File: src/hw/rtl/ctss_pkg.sv
// Shared types, codes and helpers for the color triggered stepper sorter.
// Used by every module in hw/rtl; depends on nothing.
package ctss_pkg;

    localparam int DELAY_BITS = 16;
    localparam logic [32:0] DELAY_MAX = (33'd1 << DELAY_BITS) - 33'd1;

    typedef enum logic [2:0] {
        PH_IDLE = 3'd0,
        PH_WAIT = 3'd1,
        PH_OUT  = 3'd2,
        PH_HOLD = 3'd3,
        PH_HOME = 3'd4
    } phase_t;

    typedef enum logic [1:0] {
        COL_NONE = 2'd0,
        COL_RED  = 2'd1,
        COL_BLUE = 2'd2
    } color_t;

    typedef enum logic [2:0] {
        REG_WAIT_TICKS  = 3'd0,
        REG_HOLD_TICKS  = 3'd1,
        REG_HALF_PERIOD = 3'd2,
        REG_STEPS       = 3'd3,
        REG_MIN_CLEAR   = 3'd4,
        REG_DOMINANCE   = 3'd5,
        REG_REARM       = 3'd6,
        REG_RED_DIR     = 3'd7
    } reg_idx_t;

    typedef struct packed {
        logic [15:0] wait_ticks;
        logic [15:0] hold_ticks;
        logic [7:0]  half_period_ticks;
        logic [11:0] steps_per_move;
        logic [15:0] min_clear;
        logic [7:0]  dominance_percent;
        logic [3:0]  rearm_count;
        logic        red_direction;
    } cfg_t;

    // one output word
    typedef struct packed {
        color_t detected_color;
        phase_t sequence_phase;
        logic   driver_enabled;
        logic   direction_line;
        logic   step_line;
    } result_t;

    // delay counter load, saturating at the counter's maximum
    function automatic logic [DELAY_BITS-1:0] delay_load(input logic [15:0] v);
        logic [32:0] w;
        w = 33'(v);
        if (w > DELAY_MAX)
            return DELAY_BITS'(DELAY_MAX);
        else
            return DELAY_BITS'(w);
    endfunction

endpackage

File: src/hw/rtl/ctss_cfg.sv
// Configuration register file for the sorter.
// Depends on ctss_pkg.
module ctss_cfg (
    input  logic                clk,
    input  logic                rst_n,
    input  logic                cfg_we,
    input  logic [2:0]          cfg_index,
    input  logic [15:0]         cfg_data,
    output ctss_pkg::cfg_t      cfg
);

    ctss_pkg::cfg_t cfg_reg;

    always_ff @(posedge clk or negedge rst_n)
    begin
        if (!rst_n)
        begin
            cfg_reg.wait_ticks        <= 16'd5000;
            cfg_reg.hold_ticks        <= 16'd1000;
            cfg_reg.half_period_ticks <= 8'd2;
            cfg_reg.steps_per_move    <= 12'd50;
            cfg_reg.min_clear         <= 16'd150;
            cfg_reg.dominance_percent <= 8'd125;
            cfg_reg.rearm_count       <= 4'd3;
            cfg_reg.red_direction     <= 1'b1;
        end
        else if (cfg_we)
        begin
            unique case (ctss_pkg::reg_idx_t'(cfg_index))
                ctss_pkg::REG_WAIT_TICKS:  cfg_reg.wait_ticks        <= cfg_data;
                ctss_pkg::REG_HOLD_TICKS:  cfg_reg.hold_ticks        <= cfg_data;
                ctss_pkg::REG_HALF_PERIOD: cfg_reg.half_period_ticks <= cfg_data[7:0];
                ctss_pkg::REG_STEPS:       cfg_reg.steps_per_move    <= cfg_data[11:0];
                ctss_pkg::REG_MIN_CLEAR:   cfg_reg.min_clear         <= cfg_data;
                ctss_pkg::REG_DOMINANCE:   cfg_reg.dominance_percent <= cfg_data[7:0];
                ctss_pkg::REG_REARM:       cfg_reg.rearm_count       <= cfg_data[3:0];
                ctss_pkg::REG_RED_DIR:     cfg_reg.red_direction     <= cfg_data[0];
                default:                   cfg_reg.red_direction     <= cfg_reg.red_direction;
            endcase
        end
    end

    assign cfg = cfg_reg;

endmodule

File: src/hw/rtl/ctss_classify.sv
// Color classifier: clear threshold, red/blue dominance ratio test and a check against green.
// Depends on ctss_pkg.
module ctss_classify (
    input  logic [15:0]      clear_level,
    input  logic [15:0]      red_level,
    input  logic [15:0]      green_level,
    input  logic [15:0]      blue_level,
    input  logic [15:0]      min_clear,
    input  logic [7:0]       dominance_percent,
    output ctss_pkg::color_t color
);

    logic [23:0] red_x100;
    logic [23:0] blue_x100;
    logic [23:0] red_xdom;
    logic [23:0] blue_xdom;

    assign red_x100  = 24'(red_level) * 24'd100;
    assign blue_x100 = 24'(blue_level) * 24'd100;
    assign red_xdom  = 24'(red_level) * 24'(dominance_percent);
    assign blue_xdom = 24'(blue_level) * 24'(dominance_percent);

    always_comb
    begin
        priority if (clear_level < min_clear)
            color = ctss_pkg::COL_NONE;
        else if (red_x100 > blue_xdom && red_level > green_level)
            color = ctss_pkg::COL_RED;
        else if (blue_x100 > red_xdom && blue_level > green_level)
            color = ctss_pkg::COL_BLUE;
        else
            color = ctss_pkg::COL_NONE;
    end

endmodule

File: src/hw/rtl/ctss_seq.sv
// Detection arming and stepper sequence state, one update per tick word.
// Depends on ctss_pkg.
module ctss_seq (
    input  logic                clk,
    input  logic                rst_n,
    input  logic                advance,
    input  logic                sample_valid,
    input  ctss_pkg::color_t    color,
    input  ctss_pkg::cfg_t      cfg,
    output ctss_pkg::result_t   result
);

    ctss_pkg::phase_t                   phase_reg, phase_next;
    ctss_pkg::color_t                   move_color_reg, move_color_next;
    ctss_pkg::color_t                   last_color_reg, last_color_next;
    logic [ctss_pkg::DELAY_BITS-1:0]    delay_reg, delay_next;
    logic [7:0]                         toggle_reg, toggle_next;
    logic [11:0]                        steps_reg, steps_next;
    logic                               pulse_reg, pulse_next;
    logic                               out_dir_reg, out_dir_next;
    logic                               dir_reg, dir_next;
    logic                               enabled_reg, enabled_next;
    logic                               armed_reg, armed_next;
    logic [3:0]                         none_reg, none_next;

    always_ff @(posedge clk or negedge rst_n)
    begin
        if (!rst_n)
        begin
            phase_reg      <= ctss_pkg::PH_IDLE;
            move_color_reg <= ctss_pkg::COL_NONE;
            last_color_reg <= ctss_pkg::COL_NONE;
            delay_reg      <= '0;
            toggle_reg     <= '0;
            steps_reg      <= '0;
            pulse_reg      <= 1'b0;
            out_dir_reg    <= 1'b0;
            dir_reg        <= 1'b0;
            enabled_reg    <= 1'b0;
            armed_reg      <= 1'b1;
            none_reg       <= '0;
        end
        else if (advance)
        begin
            phase_reg      <= phase_next;
            move_color_reg <= move_color_next;
            last_color_reg <= last_color_next;
            delay_reg      <= delay_next;
            toggle_reg     <= toggle_next;
            steps_reg      <= steps_next;
            pulse_reg      <= pulse_next;
            out_dir_reg    <= out_dir_next;
            dir_reg        <= dir_next;
            enabled_reg    <= enabled_next;
            armed_reg      <= armed_next;
            none_reg       <= none_next;
        end
    end

    always_comb
    begin
        phase_next      = phase_reg;
        move_color_next = move_color_reg;
        last_color_next = last_color_reg;
        delay_next      = delay_reg;
        toggle_next     = toggle_reg;
        steps_next      = steps_reg;
        pulse_next      = pulse_reg;
        out_dir_next    = out_dir_reg;
        dir_next        = dir_reg;
        enabled_next    = enabled_reg;
        armed_next      = armed_reg;
        none_next       = none_reg;

        // color logic runs first
        if (sample_valid)
        begin
            if (color == ctss_pkg::COL_NONE)
            begin
                if (none_next < cfg.rearm_count)
                    none_next = none_next + 4'd1;
                if (none_next >= cfg.rearm_count)
                    armed_next = 1'b1;
            end
            else
            begin
                none_next = '0;
                if (armed_reg && phase_reg == ctss_pkg::PH_IDLE)
                begin
                    armed_next      = 1'b0;
                    last_color_next = color;
                    move_color_next = color;
                    phase_next      = ctss_pkg::PH_WAIT;
                    delay_next      = ctss_pkg::delay_load(cfg.wait_ticks);
                end
            end
        end

        // then the sequence advances from the updated phase
        unique case (phase_next)
            ctss_pkg::PH_WAIT, ctss_pkg::PH_HOLD:
            begin
                if (delay_next == '0)
                begin
                    if (phase_next == ctss_pkg::PH_WAIT)
                    begin
                        out_dir_next = (move_color_next == ctss_pkg::COL_RED)
                                     ? cfg.red_direction : ~cfg.red_direction;
                        phase_next   = ctss_pkg::PH_OUT;
                    end
                    else
                    begin
                        out_dir_next = ~out_dir_reg;
                        phase_next   = ctss_pkg::PH_HOME;
                    end
                    dir_next     = out_dir_next;
                    enabled_next = 1'b1;
                    pulse_next   = 1'b0;
                    steps_next   = '0;
                    toggle_next  = 8'd1;
                end
                else
                    delay_next = delay_next - {{(ctss_pkg::DELAY_BITS-1){1'b0}}, 1'b1};
            end
            ctss_pkg::PH_OUT, ctss_pkg::PH_HOME:
            begin
                if (toggle_next > 8'd1)
                    toggle_next = toggle_next - 8'd1;
                else
                begin
                    toggle_next = (cfg.half_period_ticks == 8'd0)
                                ? 8'd1 : cfg.half_period_ticks;
                    if (pulse_next)
                    begin
                        pulse_next = 1'b0;
                        if (steps_next >= cfg.steps_per_move)
                        begin
                            if (phase_next == ctss_pkg::PH_OUT)
                            begin
                                phase_next = ctss_pkg::PH_HOLD;
                                delay_next = ctss_pkg::delay_load(
                                    (cfg.hold_ticks == 16'd0) ? 16'd0
                                                              : cfg.hold_ticks - 16'd1);
                            end
                            else
                            begin
                                enabled_next    = 1'b0;
                                phase_next      = ctss_pkg::PH_IDLE;
                                move_color_next = ctss_pkg::COL_NONE;
                            end
                        end
                    end
                    else
                    begin
                        pulse_next = 1'b1;
                        steps_next = steps_next + 12'd1;
                    end
                end
            end
            default:
            begin
                phase_next = phase_next;
            end
        endcase

        result.step_line      = pulse_next;
        result.direction_line = dir_next;
        result.driver_enabled = enabled_next;
        result.sequence_phase = phase_next;
        result.detected_color = last_color_next;
    end

endmodule

File: src/hw/rtl/color_triggered_stepper_sorter_core.sv
// Color triggered stepper sorter, top level. Depends on ctss_pkg, ctss_cfg,
// ctss_classify and ctss_seq.
// Each word passes through an input register, then an output register.
// Throughput: 1 word per cycle while m_axis_tready does not stall the output.
// Reset (rst_n, async, active low): empty pipeline, registers at defaults.
module color_triggered_stepper_sorter_core (
    input  logic        clk,
    input  logic        rst_n,

    input  logic        s_axis_tvalid,
    output logic        s_axis_tready,
    input  logic [63:0] s_axis_tdata,   // clear_level, red_level, green_level, blue_level
    input  logic        s_axis_tuser,   // sample_valid

    output logic        m_axis_tvalid,
    input  logic        m_axis_tready,
    output logic [7:0]  m_axis_tdata,   // step_line, direction_line, driver_enabled,
                                        // sequence_phase[2:0], detected_color[1:0]

    input  logic        cfg_we,
    input  logic [2:0]  cfg_index,
    input  logic [15:0] cfg_data
);

    // input stage
    logic        in_valid_reg;
    logic [63:0] in_data_reg;
    logic        in_sample_reg;

    // output stage
    logic              out_valid_reg;
    ctss_pkg::result_t out_reg;

    logic              advance;
    logic              in_take;
    ctss_pkg::cfg_t    cfg;
    ctss_pkg::color_t  color;
    ctss_pkg::result_t result;

    // the input word moves on when the output register is empty or draining
    assign advance       = in_valid_reg && (!out_valid_reg || m_axis_tready);
    assign s_axis_tready = !in_valid_reg || advance;
    assign in_take       = s_axis_tvalid && s_axis_tready;

    always_ff @(posedge clk or negedge rst_n)
    begin
        if (!rst_n)
            in_valid_reg <= 1'b0;
        else if (in_take)
            in_valid_reg <= 1'b1;
        else if (advance)
            in_valid_reg <= 1'b0;
    end

    always_ff @(posedge clk)
    begin
        if (in_take)
        begin
            in_data_reg   <= s_axis_tdata;
            in_sample_reg <= s_axis_tuser;
        end
    end

    always_ff @(posedge clk or negedge rst_n)
    begin
        if (!rst_n)
            out_valid_reg <= 1'b0;
        else if (advance)
            out_valid_reg <= 1'b1;
        else if (m_axis_tready)
            out_valid_reg <= 1'b0;
    end

    always_ff @(posedge clk)
    begin
        if (advance)
            out_reg <= result;
    end

    ctss_cfg u_cfg (
        .clk       (clk),
        .rst_n     (rst_n),
        .cfg_we    (cfg_we),
        .cfg_index (cfg_index),
        .cfg_data  (cfg_data),
        .cfg       (cfg)
    );

    ctss_classify u_classify (
        .clear_level       (in_data_reg[15:0]),
        .red_level         (in_data_reg[31:16]),
        .green_level       (in_data_reg[47:32]),
        .blue_level        (in_data_reg[63:48]),
        .min_clear         (cfg.min_clear),
        .dominance_percent (cfg.dominance_percent),
        .color             (color)
    );

    // sequence state commits only when the word actually moves to the output
    ctss_seq u_seq (
        .clk          (clk),
        .rst_n        (rst_n),
        .advance      (advance),
        .sample_valid (in_sample_reg),
        .color        (color),
        .cfg          (cfg),
        .result       (result)
    );

    assign m_axis_tvalid = out_valid_reg;
    assign m_axis_tdata  = out_reg;

    // every word that leaves the input stage shows up at the output next cycle
    a_advance_fills_out: assert property (@(posedge clk) disable iff (!rst_n)
        advance |=> m_axis_tvalid)
        else $error("word lost between input and output stage");

    // driver is enabled exactly while moving or holding
    a_enable_phase: assert property (@(posedge clk) disable iff (!rst_n)
        m_axis_tvalid |-> (out_reg.driver_enabled ==
            (out_reg.sequence_phase == ctss_pkg::PH_OUT ||
             out_reg.sequence_phase == ctss_pkg::PH_HOLD ||
             out_reg.sequence_phase == ctss_pkg::PH_HOME)))
        else $error("driver enable out of step with phase");

    // step pulses only while a move is in progress
    a_step_in_move: assert property (@(posedge clk) disable iff (!rst_n)
        (m_axis_tvalid && out_reg.step_line) |->
            (out_reg.sequence_phase == ctss_pkg::PH_OUT ||
             out_reg.sequence_phase == ctss_pkg::PH_HOME))
        else $error("step pulse outside a move");

endmodule
File: config.mk
export PLATFORM = sky130hd
export DESIGN_NAME = color_triggered_stepper_sorter_core
export DESIGN_NICKNAME = d
export VERILOG_FILES = /design/src/hw/rtl/ctss_pkg.sv /design/src/hw/rtl/ctss_cfg.sv /design/src/hw/rtl/ctss_classify.sv /design/src/hw/rtl/ctss_seq.sv /design/src/hw/rtl/color_triggered_stepper_sorter_core.sv
export SDC_FILE = /design/constraint.sdc
export NUM_CORES = 1
export LEC_CHECK = 0
export BUFFER_PORTS_ARGS = -buffer_cell sky130_fd_sc_hd__clkbuf_2
export CORE_UTILIZATION = 27
export DETAILED_ROUTE_END_ITERATION = 7
export GPL_ROUTABILITY_DRIVEN = 0
export PLACE_DENSITY = 0.43
export SYNTH_ARGS = -nofsm -noshare
export SYNTH_HDL_FRONTEND = slang
export SYNTH_SLANG_ARGS = --single-unit
File: constraint.sdc
create_clock -name clk -period 24 [get_ports clk]
set_clock_uncertainty 0.2 [all_clocks]
set_input_delay 3.6 -clock clk [delete_from_list [all_inputs] [get_ports clk]]
set_output_delay 3.6 -clock clk [all_outputs]
set_load 0.1 [all_outputs]
==> results.sh, run 1 <==
export IMPL_start_kind="register"
export IMPL_crit_type="register to register"
export IMPL_clk_latency_ns=0.62
export IMPL_antenna_cells=0
export IMPL_ctsHoldBuffers=0
export IMPL_arrival_ns=11.59
export IMPL_cts_buffer_depth=3
export IMPL_rr_worst_depth=36
export IMPL_synth_distinct_cells=84
export IMPL_p_per_area_mw_per_mm2=138
export IMPL_antenna_left=0
export IMPL_grt_usage_pct=15.7
export IMPL_cts_resized=0
export IMPL_numCtsBuffers=28
export IMPL_total_power_uw=3590
export IMPL_io_buffers=98
export IMPL_cp_max_fo=33
export IMPL_cp_num_buf_inv=4
export IMPL_drt_wl_total_microns=66100
export IMPL_rsz0062_at_grt="false"
export IMPL_routed_via_count=17604
export IMPL_die_h_microns=295
export IMPL_gr_usage_met2_pct=26.6
export IMPL_synth_top_cell_by_area="ha_1"
export IMPL_die_x_microns=295
export IMPL_synthArstFlopShare_pct=64.9
export IMPL_grt_overflow=0
export IMPL_core_sq_mm=0.0842
export IMPL_syn_cell_area_sq_mm=0.0231
export IMPL_synth_area_leaders="ha_1 (17%), fa_1 (16%), dfrtp_1 (11%)"
export IMPL_drt_iter0_markers=989
export IMPL_yosysMostFrequentCell="inv_1"
export IMPL_ys_seq_area_share_pct=24.2
export IMPL_busiest_layer="met2"
export IMPL_mappedNetlistNets=3031
export IMPL_drive_gt1_share_pct=12.0
export IMPL_antenna_found_initial=2
export IMPL_syn_instance_count=2442
export IMPL_route_detailed_drc=0
export IMPL_period_needed_ns=11.24
export IMPL_cts_max_level=1
export IMPL_cts_sinks=208
export IMPL_grt_pass1_wl_microns=105000
export IMPL_cts_tree="yes"
export IMPL_fmax_mhz=88.9
export IMPL_worstHoldStart="u_seq.move_color_reg[1]$_DFFE_PN0P_"
export IMPL_post_cts_setup_buffer_count=0
export IMPL_nets=3116
export IMPL_cp_top_family="simple AND/OR/NAND/NOR gates"
export IMPL_worstHoldPathType="register to register"
export IMPL_grt_max_degree=78
export IMPL_avgSynthCellArea_sq_um=9.48
export IMPL_fin_setup_tns_ns=0
export IMPL_start_util_pct=27.5
export IMPL_largest_reg_flops=81
export IMPL_clock_tree_root_cell="clkbuf_16"
export IMPL_cp_depth=36
export IMPL_r2r_end="u_seq.steps_reg[11]$_DFFE_PN0P_"
export IMPL_drv_cap=0
export IMPL_setup_viol=0
export IMPL_finalCritPeriodShare_pct=46.8
export IMPL_hold_viol_final=0
export IMPL_leakagePower_uw=0.0122
export IMPL_outcome="finished clean"
export IMPL_critPathRequiredTime_ns=24.34
export IMPL_synth_top_area_share_pct=16.8
export IMPL_synth_seq_cells=208
export IMPL_syn2layout_area_growth_pct=12.4
export IMPL_post_drt_wl_per_cell_microns=18.0
export IMPL_die_area_sq_mm=0.0869
export IMPL_hold_depth=1
export IMPL_worst_pin_slew_ns=1.37
export IMPL_grt_pass1_vias=18559
export IMPL_slowest_stage="dfrtp_1"
export IMPL_slew_viol_final=0
export IMPL_end_kind="register"
export IMPL_gr_usage_met3_pct=2.33
export IMPL_r2r_setup_slack_ns=12.76
export IMPL_grtUsageMet1_pct=20.2
export IMPL_r2r_start="u_cfg.cfg[12]$_DFFE_PN0P_"
export IMPL_rows=106
export IMPL_synth_edf_count=73
export IMPL_cpPeakStageDelay_ns=1.01
export IMPL_ios=99
export IMPL_path_clk_slew_ns=0.06
export IMPL_synth_commonest_cells="inv_1 (383), ha_1 (310), and2_1 (209)"
export IMPL_place_hpwl_microns=50300
export IMPL_synthFlopType="dfrtp_1"
export IMPL_cpMostUsedCell="fa_1"
export IMPL_yosysWarningCount=0
export IMPL_vdd_ir_drop_max_v=0.0000926
export IMPL_vias_per_cell=4.78
export IMPL_maxSlewHeadroom_pct=7.63
export IMPL_min_to="u_seq.move_color_reg[1]$_DFFE_PN0P_"
export IMPL_first_pass_iters=5
[cell families after synthesis]
kind of cell    Yosys count  share of synthesized area (%)
buf+inv                 447                           7.34
fa+ha+maj               500                           33.2
mux                      93                           4.43
xor+xnor                101                           3.82
simple gates            691                           15.8
flops                   208                           24.2
compound gates          402                           11.2
[through the flow]
stage	std cells	hold WS, ns	setup WS [ns]	util, %	area, sq um
after floorplan	2442	0.257	14.63	-	23100
after global placement	3631	0.276	12.98	29.7	25000
after detailed placement	3631	0.279	12.82	29.7	25000
after CTS	3683	0.297	12.78	30.9	26000
after global routing	3683	0.327	11.74	30.9	26000
final	3683	0.295	12.76	30.9	26000
[routing by layer]
metal,part of all wire (%),vias to the layer above
met3,4.4,92
met5,0.020,-
met1,45,8731
met2,47,348
met4,3.7,2
li1,-,8431
[final cells by class]
cell class / instances / area, sq um
Clock buffer: 34 / 796
Tap cell: 1134 / 1420
Timing Repair Buffer: 119 / 654
Sequential cell: 208 / 5610
Clock inverter: 18 / 239
Fill cell: 8794 / 58200
Inverter: 383 / 1440
Multi-Input combinational cell: 1787 / 15900
[placed cells by master (no fill, tap or decap), types with 5 or more instances in the layout]
cell type  count
nor2_1       100
xor2_1        37
nor3_1        35
or3_1         11
fa_1         190
dfstp_2       29
o31ai_1       10
o41ai_1        8
o2111ai_1      5
xnor2_1       64
edfxtp_1      73
a21o_1        32
nor4_1        20
o21ai_0       96
or4_1          7
a211oi_1      10
clkbuf_16     30
clkbuf_2      97
ha_1         310
buf_4         21
nand2b_1      21
o211ai_1      12
o21bai_1      15
nand4b_1       6
mux2i_1       17
mux2_2        76
dfrtp_1      106
o21a_1        12
nand2_1      166
a22o_1         6
and2_1       208
and3_1        10
a31oi_1       10
inv_1        382
a21oi_1      119
o31a_1         5
nand3_1       35
or2_2          7
nand4_1       24
nor2b_1       15
[worst max path at each step]
stage                                    from                         endpoint  slack (ns)
global route        u_cfg.cfg[12]$_DFFE_PN0P_   u_seq.steps_reg[9]$_DFFE_PN0P_       11.74
detailed placement  u_cfg.cfg[12]$_DFFE_PN0P_   u_seq.steps_reg[9]$_DFFE_PN0P_       12.82
floorplan           u_cfg.cfg[11]$_DFFE_PN1P_   u_seq.delay_reg[9]$_DFFE_PN0P_       14.63
CTS                 u_cfg.cfg[12]$_DFFE_PN0P_  u_seq.steps_reg[11]$_DFFE_PN0P_       12.78
finish              u_cfg.cfg[12]$_DFFE_PN0P_  u_seq.steps_reg[11]$_DFFE_PN0P_       12.76
global placement    u_cfg.cfg[12]$_DFFE_PN0P_  u_seq.steps_reg[11]$_DFFE_PN0P_       12.98
[where the power goes]
part,internal (uW),switching (uW),leakage (uW)
clock network,281,188,0.000495
logic,1120,1470,0.00942
registers,435,94.8,0.00230
Power figures use the tool's default switching activity.
==> run 2: changes to the inputs <==
Clock period 24 ns to 11.8 ns, I/O delays scaled along.
==> results.sh, run 2 (synthesis results as in run 1) <==
export IMPL_outcome="finished clean"
export IMPL_sequentialPowerShare_pct=14.7
export IMPL_die_x_microns=295
export IMPL_core_sq_mm=0.0842
export IMPL_place_hpwl_microns=51000
export IMPL_finalCritPeriodShare_pct=91.1
export IMPL_grt_max_degree=78
export IMPL_clock_tree_root_cell="clkbuf_16"
export IMPL_vdd_ir_drop_max_v=0.000194
export IMPL_cts_sinks=208
export IMPL_cp_num_buf_inv=2
export IMPL_cts_tree="yes"
export IMPL_layout_commonest_cell="inv_1"
export IMPL_pwr_share_comb_pct=72.8
export IMPL_worstHoldPathType="register to register"
export IMPL_critPathRequiredTime_ns=12.16
export IMPL_final_cell_area_sq_mm=0.0260
export IMPL_worst_pin_slew_ns=1.31
export IMPL_fin_setup_tns_ns=0
export IMPL_sw_frac_of_total_pct=49.3
export IMPL_pwr_share_clk_pct=12.5
export IMPL_hold_viol_final=0
export IMPL_period_needed_ns=10.74
export IMPL_ios=99
export IMPL_first_pass_iters=5
export IMPL_antenna_found_initial=2
export IMPL_start_util_pct=27.5
export IMPL_die_area_sq_mm=0.0869
export IMPL_grt_usage_pct=15.7
export IMPL_cts_buffer_depth=3
export IMPL_die_h_microns=295
export IMPL_cpMostUsedCell="fa_1"
export IMPL_postPlaceCellArea_sq_mm=0.0250
export IMPL_numCtsBuffers=28
export IMPL_drt_wl_total_microns=66800
export IMPL_drt_iter0_markers=769
export IMPL_path_clk_slew_ns=0.06
export IMPL_fillers=8771
export IMPL_cpPeakStageDelay_ns=0.91
export IMPL_p_int_uw=3690
export IMPL_route_detailed_drc=0
export IMPL_holdWs_ns=0.298
export IMPL_crit_type="register to register"
export IMPL_nets=3120
export IMPL_slew_viol_final=0
export IMPL_antenna_left=0
export IMPL_grt_overflow=0
export IMPL_drive_gt1_share_pct=11.9
export IMPL_start_kind="register"
export IMPL_clk_latency_ns=0.62
export IMPL_end_kind="register"
export IMPL_largest_reg_flops=81
export IMPL_grt_pass1_vias=18238
export IMPL_drv_cap=0
export IMPL_post_drt_wl_per_cell_microns=18.1
export IMPL_io_buffers=98
export IMPL_rows=106
export IMPL_maxSlewHeadroom_pct=11.9
export IMPL_cp_top_family="simple AND/OR/NAND/NOR gates"
export IMPL_power_switching_uw=3590
export IMPL_slowest_stage="dfstp_2"
export IMPL_rsz0062_at_grt="false"
export IMPL_vias_per_cell=4.76
export IMPL_fmax_mhz=93.1
export IMPL_total_power_uw=7280
export IMPL_leakagePower_uw=0.0122
export IMPL_cts_max_level=1
export IMPL_layout_common_cells="inv_1 (382), ha_1 (310), and2_1 (208), fa_1 (190), nand2_1 (166)"
export IMPL_antenna_cells=0
export IMPL_setup_viol=0
export IMPL_grt_pass1_wl_microns=106000
export IMPL_cp_max_fo=33
export IMPL_arrival_ns=11.10
export IMPL_syn2layout_area_growth_pct=12.3
export IMPL_routed_via_count=17563
export IMPL_p_per_area_mw_per_mm2=280
-- run 2: cell types whose count changed in the layout (fill, tap and decap cells not counted) --
cell / before / now
clkinv_2: 4 / 2
clkbuf_1: 1 / 6
nor4_2: 1 / 2
clkbuf_16: 30 / 29
nor4_1: 20 / 19
bufinv_16: 4 / 2
clkbuf_8: 3 / 6
buf_4: 21 / 25
clkinvlp_4: 4 / 1
-- run 2: path summary, 6_finish.rpt --
| path | from | to | slack [ns] | cells after the start |
|---|---|---|---|---|
| min in group asynchronous | rst_n | u_cfg.cfg[71]$_DFFE_PN0P_ | 0.97 | 1 |
| worst max register to register | u_cfg.cfg[11]$_DFFE_PN1P_ | u_seq.delay_reg[12]$_DFFE_PN0P_ | 1.06 | 36 |
| max in group asynchronous | rst_n | u_cfg.cfg[45]$_DFFE_PN0P_ | 9.12 | 2 |
| worst max-delay path | u_cfg.cfg[11]$_DFFE_PN1P_ | u_seq.delay_reg[12]$_DFFE_PN0P_ | 1.06 | 36 |
| worst min-delay path | in_valid_reg$_DFFE_PN0P_ | m_axis_tvalid$_DFFE_PN0P_ | 0.30 | 1 |
| worst min register to register | in_valid_reg$_DFFE_PN0P_ | m_axis_tvalid$_DFFE_PN0P_ | 0.30 | 1 |
-- run 2: worst reg2reg max path: cells and delay by family, from the launching register on --
family | cells | cell delay, ns
compound gates | 10 | 2.93
xor+xnor | 2 | 0.36
fa+ha+maj | 7 | 2.87
buf+inv | 2 | 0.10
flops | 1 | 0.91
mux | 1 | 0.35
simple gates | 14 | 2.99
-- run 2: what timing repair did --
item | CTS | global route
buffers inserted | 0 | 3
gates resized for setup | 0 | 1
hold buffers | 0 | 0
setup endpoints to repair | 0 | 4
-- run 2: power groups by stage --
stage | Clock (uW) | Combinational, uW | Sequential (uW)
2_1_floorplan | 0 | 4120 | 993
3_3_place_gp | 0 | 5190 | 1080
3_5_place_dp | 0 | 5290 | 1080
4_1_cts | 954 | 5340 | 1070
5_1_grt | 973 | 6130 | 1100
6_report | 906 | 5300 | 1070
-- run 2: final cells by class --
| class | instances | area, sq um | share of cell area, % |
|---|---|---|---|
| Multi-Input combinational cell | 1787 | 15900 | 61.0 |
| Clock inverter | 11 | 146 | 0.563 |
| Clock buffer | 41 | 831 | 3.20 |
| Timing Repair Buffer | 123 | 684 | 2.63 |
| Tap cell | 1134 | 1420 | 5.46 |
| Inverter | 383 | 1440 | 5.53 |
| Sequential cell | 208 | 5610 | 21.6 |
-- run 2: through the flow --
stage / instances / worst slack (ns) / utilization, %
after floorplan: 2442 / 2.43 / -
after global placement: 3632 / 1.17 / 29.7
after detailed placement: 3632 / 0.815 / 29.7
after CTS: 3684 / 0.778 / 30.8
after global routing: 3687 / 0.328 / 30.9
final: 3687 / 1.06 / 30.9
-- run 2: per-layer routing --
metal,vias up,global-route usage (%),part of all wire (%)
met2,319,27.1,48
met3,84,2.10,3.6
met5,-,0,0.040
li1,8427,-,-
met1,8729,20.5,46
met4,4,4.32,2.9
